## src/hdl/sasr_pkg.sv

```systemverilog
`default_nettype none

package sasr_pkg;

   localparam int TABLE_DEPTH = 1024;
   localparam int IDX_W = (TABLE_DEPTH > 1) ? $clog2(TABLE_DEPTH) : 1;
   localparam int CNT_W = $clog2(TABLE_DEPTH + 1);
   localparam int DATA_W = 64;
   localparam int RCNT_W = 11;
   localparam int CSR_IDX_W = 1;

   localparam logic [1:0] CMD_LOAD = 2'd0;
   localparam logic [1:0] CMD_SCAN = 2'd1;
   localparam logic [1:0] CMD_READ = 2'd2;

   localparam logic [1:0] ST_OK = 2'd0;
   localparam logic [1:0] ST_FULL = 2'd1;
   localparam logic [1:0] ST_RANGE = 2'd2;
   localparam logic [1:0] ST_ORDER = 2'd3;

   localparam logic [CSR_IDX_W-1:0] CSR_SCAN_MASK = 1'd0;
   localparam logic [CSR_IDX_W-1:0] CSR_POINTER_WIDTH = 1'd1;

   typedef struct packed {
      logic [1:0]        cmd;
      logic [DATA_W-1:0] value;
   } req_type;

   typedef struct packed {
      logic              hit;
      logic [RCNT_W-1:0] remaining_count;
      logic [DATA_W-1:0] entry;
      logic [1:0]        status;
   } rsp_type;

   typedef struct packed {
      logic              load;
      logic              remove;
      logic [IDX_W-1:0]  pos;
      logic [DATA_W-1:0] data;
   } cell_cmd_type;

   function automatic logic [DATA_W-1:0] cut(input logic [DATA_W-1:0] v, input logic wide);
      cut = wide ? v : {32'd0, v[31:0]};
   endfunction

endpackage

`default_nettype wire

```

## src/hdl/sasr_cell.sv

```systemverilog
`default_nettype none

module sasr_cell (
   input  wire logic                         clock,
   input  wire logic [sasr_pkg::IDX_W-1:0]   my_index,
   input  wire sasr_pkg::cell_cmd_type       cmd,
   input  wire logic [sasr_pkg::DATA_W-1:0]  upper,
   output logic [sasr_pkg::DATA_W-1:0]       value
);

   logic [sasr_pkg::DATA_W-1:0] value_ff;
   logic [sasr_pkg::DATA_W-1:0] value_in;

   always_comb begin
      value_in = value_ff;
      priority if (cmd.load && cmd.pos == my_index) begin
         value_in = cmd.data;
      end else if (cmd.remove && my_index >= cmd.pos) begin
         value_in = upper;
      end
   end

   always_ff @(posedge clock) begin
      value_ff <= value_in;
   end

   assign value = value_ff;

endmodule

`default_nettype wire

```

## config.mk

```make
export PLATFORM = sky130hd
export DESIGN_NAME = sasr_cell
export DESIGN_NICKNAME = d
export VERILOG_FILES = /design/src/hdl/sasr_pkg.sv /design/src/hdl/sasr_cell.sv
export SDC_FILE = /design/constraint.sdc
export NUM_CORES = 1
export LEC_CHECK = 0
export BUFFER_PORTS_ARGS = -buffer_cell sky130_fd_sc_hd__clkbuf_2
export CAP_MARGIN = 20
export CORE_ASPECT_RATIO = 1.4
export CORE_UTILIZATION = 41
export CTS_CLUSTER_DIAMETER = 80
export DETAILED_ROUTE_END_ITERATION = 7
export PLACE_DENSITY_LB_ADDON = 0.15
export SLEW_MARGIN = 0
export SYNTH_ARGS = -nofsm -noshare
export SYNTH_HDL_FRONTEND = slang
export SYNTH_SLANG_ARGS = --single-unit
```

## constraint.sdc

```tcl
create_clock -name clock -period 4.2 [get_ports clock]
set_clock_uncertainty 0.2 [all_clocks]
set_input_delay 0.84 -clock clock [delete_from_list [all_inputs] [get_ports clock]]
set_output_delay 0.84 -clock clock [all_outputs]
set_load 0.1 [all_outputs]
```

==> results of run 1 <==
-- through the flow --
step	cells	utilization, %
finish	494	62.3
global route	494	62.3
CTS	494	62.3
detailed placement	478	59.3
global placement	478	59.3
floorplan	173	-
-- per-layer routing --
metal  track usage, %  wire length [µm]
met5                0                 0
met4             9.76               164
met2             33.1              3770
met3             5.38               554
met1             18.2              2390
-- worst max-delay path, stage by stage --
cell and delay, ns:
clkbuf_2 0.07, inv_1 0.03, ha_1 0.31, nand4_1 0.21
nor3_4 0.24, buf_4 0.29, a21oi_1 0.06, a21bo_2 0.23
buf_12 0.32
-- path summary, 6_finish.rpt --
path              startpoint  slack, ns  depth (start not counted)         to
setup / recovery     cmd[73]       1.37                          9  value[34]
hold / removal     upper[28]       0.59                          2  value[28]
-- placed cells by master (no fill, tap or decap) --
master      synthesis  layout
clkbuf_8            0       9
clkinv_1            0       3
nand2_1             1       1
ha_1               10      10
edfxtp_1           64      64
a21oi_1             5       5
o21ai_0             1       1
a21o_1              1       1
o311ai_0            1       1
nand3_1             2       2
clkbuf_2            0     214
clkinvlp_4          0       2
bufinv_16           0       2
mux2_2             15      15
nor3_4              0       1
buf_12              0       1
mux2_1             49      49
buf_4               1       2
nand4_1             2       2
a21bo_2             0       1
nor2_1              1       1
nand2b_1            1       1
inv_1              11      11
-- logic make-up (layout without fill, tap and decap cells) --
logic type      Yosys count  count (layout)  synth area share (%)
fa+ha+maj                10              10                  4.20
buf+inv                  18             244                  3.69
flops                    64              64                  64.5
simple gates              8               8                  1.55
compound gates            9               9                  1.89
mux                      64              64                  24.2
-- power groups by stage --
stage          sequential, mW  combinational, mW  clock, mW
2_1_floorplan            1.29             0.0549          0
3_3_place_gp            0.809              0.676          0
3_5_place_dp            0.811              0.680          0
4_1_cts                 0.797              0.681      0.572
5_1_grt                 0.804              0.702      0.595
6_report                0.797              0.677      0.554
-- area by class of cell --
type	count	share of cell area [%]
Clock buffer	9	2.85
Clock inverter	7	1.98
Inverter	11	0.949
Multi-Input combinational cell	91	21.9
Sequential cell	64	44.2
Tap cell	95	2.73
Timing Repair Buffer	217	25.4
==> metrics, run 1 <==
final setup fails=0; first-pass GRT wire length=9.92 mm; Seq/Total Area, Yosys=between 60 and 70%; nets@finish=about 560; root buffer cell=clkbuf_8; NetSw=about 0.80 mW; Num CTS Buffers=9; Routability Congestion=~0.73; top cells by count, synth=64 x edfxtp_1, 49 x mux2_1, 15 x mux2_2, 11 x inv_1, 10 x ha_1; pin count of the biggest net entering global routing=65; fmax=about 350 MHz; Synth Instances=around 170; Synth area leader=edfxtp_1; Clk pwr share=27.3%; Comb pwr share=about a third; CTS tree=yes; via count=about 2,300; max_cap viols=0; Tcrit/Tclk final=between 60 and 70%; Post-CTS Resized=0; wire length per cell=13.9 µm; synthesized area=roughly 3000 µm²; Hold-fix buffers, CTS=0; Pleak=roughly 2.0 nW; Post-DP HPWL=approximately 5.4 mm; post-place setup slack=just over 1 ns; Slew Viols, Final=0; sequential power share=about 39%; Post-Syn Nets=334; post-route cell area=approximately 4400 µm²; clock tree sinks=64; # diodes=0; Synth Warn #=0; share of cells above drive strength 1=around 62%; First DRT Iteration DRCs=39; TNS Setup=0 ns; Post-CTS Setup Bufs=0; Internal Power=~1.2 mW; width of the die=around 74 µm; initial antenna violation count=0; status=completed; Worst Max-Slew Pin Slew=about 0.6 ns; IO Count=approximately 220; DRT Pass-1 Iters=4; H-tree depth=3; PnR worst setup slack=1.37 ns; HP Class=input port to flop; Top FF cell, synth=edfxtp_1; vias per cell=between 4 and 5; clock slew at reported path FFs=about 0.07 ns; max reg flops=64; FP Rows=36; total congestion overflow=0; ys async rst share=0%; Fin. Hold Viols=0; most frequent cell after synthesis=edfxtp_1; pwr dens=around 470 nW/µm²; die height=103 µm; worst endpoint required time=~4 ns; #FFs+latches synth=64; Worst Path Arrival=between 2 and 3 ns; vias in the first global route=2,175; Critical Path End Type=flop; Detailed Route WL=roughly 6.9 mm; clk buf depth=2; Worst Path Max Fanout=between 60 and 70; Critical Path Start Type=input port; register area=~1900 µm²; full die area=approximately 7600 µm²; Synth area leaders=edfxtp_1 64%, mux2_1 19%, mux2_2 5.7%; VDD IR max=~210 µV; post-synth top area share=approximately 64%; CP Class=input port to flop; Distinct cells, synth=19; Sw Ratio=between 30 and 40%; total chip power=2.03 mW; hold_ws=a little under 0.6 ns; DRC viols=0; total global-route track usage=between 10% and 20%; RSZ-0062 raised after global routing=no; Area Growth Syn to Fin=46.1%; Placed Area=approximately 4100 µm²; fill count=~550; Initial Util=approximately 43%; IO Port Bufs=~210; Slew Limit Headroom=between 60 and 70%; antenna-violating nets left=0; multi-input logic area=around 950 µm²; Final min period=2.83 ns; EDFF count, synth=64; synthesized area per cell=around 17 µm²; core area=6980 µm²
Note: power is estimated with default switching activity, not from simulation.
==> run 2, diff against run 1 <==
==> constraint.sdc (replaced) <==
create_clock -name clock -period 2.84 [get_ports clock]
set_clock_uncertainty 0.2 [all_clocks]
set_input_delay 0.568 -clock clock [delete_from_list [all_inputs] [get_ports clock]]
set_output_delay 0.568 -clock clock [all_outputs]
set_load 0.1 [all_outputs]
==> metrics, run 2 (synthesized netlist as in run 1, its figures left out) <==
leading cell type in the layout, fill and taps excluded=clkbuf_2; worst path bufs/invs=3 (-1); Initial Util=42.7% (unchanged); Detailed Route WL=6.57 mm (-4.5%); initial antenna violation count=0 (unchanged); Placed Area=4190 µm² (+1.2%); total global-route track usage=17.4% (-0.78 points); pin count of the biggest net entering global routing=37 (-43%); wire length per cell=13.3 µm (-4.3%); final setup fails=0 (unchanged); total chip power=2.79 mW (+37%); Final min period=2.28 ns; share of cells above drive strength 1=61.6% (-0.35 points); HP Class=input port to flop; critical path's largest stage delay=0.36 ns (+0.04 ns); worst endpoint required time=2.72 ns (-1.28 ns); core area=6980 µm² (unchanged); root buffer cell=clkbuf_8; Num CTS Buffers=9 (unchanged); total congestion overflow=0 (unchanged); first-pass GRT wire length=9.53 mm (-4.0%); worst-path cell chain=clkbuf_2 > inv_1 > ha_1 > nand4_1 > nor3_4 > buf_12 > mux2_1; full die area=7620 µm² (unchanged); H-tree depth=3 (unchanged); PnR worst setup slack=0.556 ns (-0.811 ns); vias in the first global route=2,164 (-0.51%); clk buf depth=2 (unchanged); DRT Pass-1 Iters=4 (unchanged); Hold-fix buffers, CTS=0 (unchanged); Critical Path Start Type=input port; fill count=562 (+1.8%); antenna-violating nets left=0 (unchanged); die height=103 µm (unchanged); DRC viols=0 (unchanged); Area Growth Syn to Fin=45.5%; CTS tree=yes; Routability Congestion=0.823 (+13%); Post-CTS Resized=0 (unchanged); width of the die=74.1 µm (unchanged); VDD IR max=340 µV (+59%); max reg flops=64 (unchanged); IO Port Bufs=214 (unchanged); uppermost routed layer=met4; via count=2,286 (+0.66%); Post-CTS Setup Bufs=0 (unchanged); pwr dens=642 nW/µm² (+38%); M1 WL=2.17 mm (-9.2%); Worst Path Max Fanout=36 (-44%); Slew Limit Headroom=62.5% (+1.4 points); clock tree sinks=64 (unchanged); Worst Max-Slew Pin Slew=0.565 ns (-0.0183 ns); First DRT Iteration DRCs=86 (+120%); post-route cell area=4340 µm² (-0.34%); TNS Setup=0 ns (unchanged); Tcrit/Tclk final=between 80% and 90%; Worst Path Arrival=2.16 ns (-0.47 ns); max_cap viols=0 (unchanged); Fin. Hold Viols=0 (unchanged); CP Class=input port to flop; nets@finish=556 (+0.18%); post-place setup slack=0.179 ns (-0.848 ns); Post-DP HPWL=5.24 mm (-3.2%); IO Count=215 (unchanged); Slew Viols, Final=0 (unchanged); commonest cells after routing, fill and taps aside=214 x clkbuf_2, 64 x edfxtp_1, 49 x mux2_1; status=completed; clock slew at reported path FFs=0.06 ns (about the same); CP top delay family=simple AND/OR/NAND/NOR gates; fmax=roughly 440 MHz; CP max-delay cell=mux2_1; met2 wire len=3.48 mm (-7.5%); FP Rows=36 (unchanged); vias per cell=4.64 (+0.86%); Pleak=2.02 nW (-0.39%); Critical Path End Type=flop; RSZ-0062 raised after global routing=no; met3 wire len=621 µm (+12%); # diodes=0 (unchanged)
## run 2: final cells by class
| class | instances | area, µm² | area share (%) |
|---|---|---|---|
| tap | 95 | 119 | 2.74 |
| clock inverter | 2 | 8.76 | 0.202 |
| multi-input combinational | 91 | 961 | 22.2 |
| timing repair buffer | 218 | 1150 | 26.5 |
| inverter | 11 | 41.3 | 0.952 |
| sequential | 64 | 1920 | 44.3 |
| clock buffer | 12 | 135 | 3.12 |
## run 2: path summary, 6_finish.rpt
check,from,end,cells past startpoint
setup / recovery,cmd[73],value[43],7
hold / removal,upper[30],value[30],2
## run 2: through the flow
stage	utilization, %	hold WS, ns	instances
after global routing	62.1	0.302	493
after global placement	60.1	0.649	479
final	62.1	0.311	493
after CTS	62.1	0.292	493
after floorplan	-	0.569	173
after detailed placement	60.1	0.654	479
## run 2: metal layers
layer	global-route usage, %	vias up
li1	-	1105
met1	16.9	1035
met2	29.2	124
met3	6.74	22
met4	13.5	0
met5	0	-
## run 2: report_power, final
group	internal, mW	leakage [nW]	switching [mW]	total [mW]
logic	0.182	1.35	0.823	1.00
clock network	0.303	0.0737	0.302	0.605
registers	1.15	0.597	0.0231	1.18
total	1.64	2.02	1.15	2.79
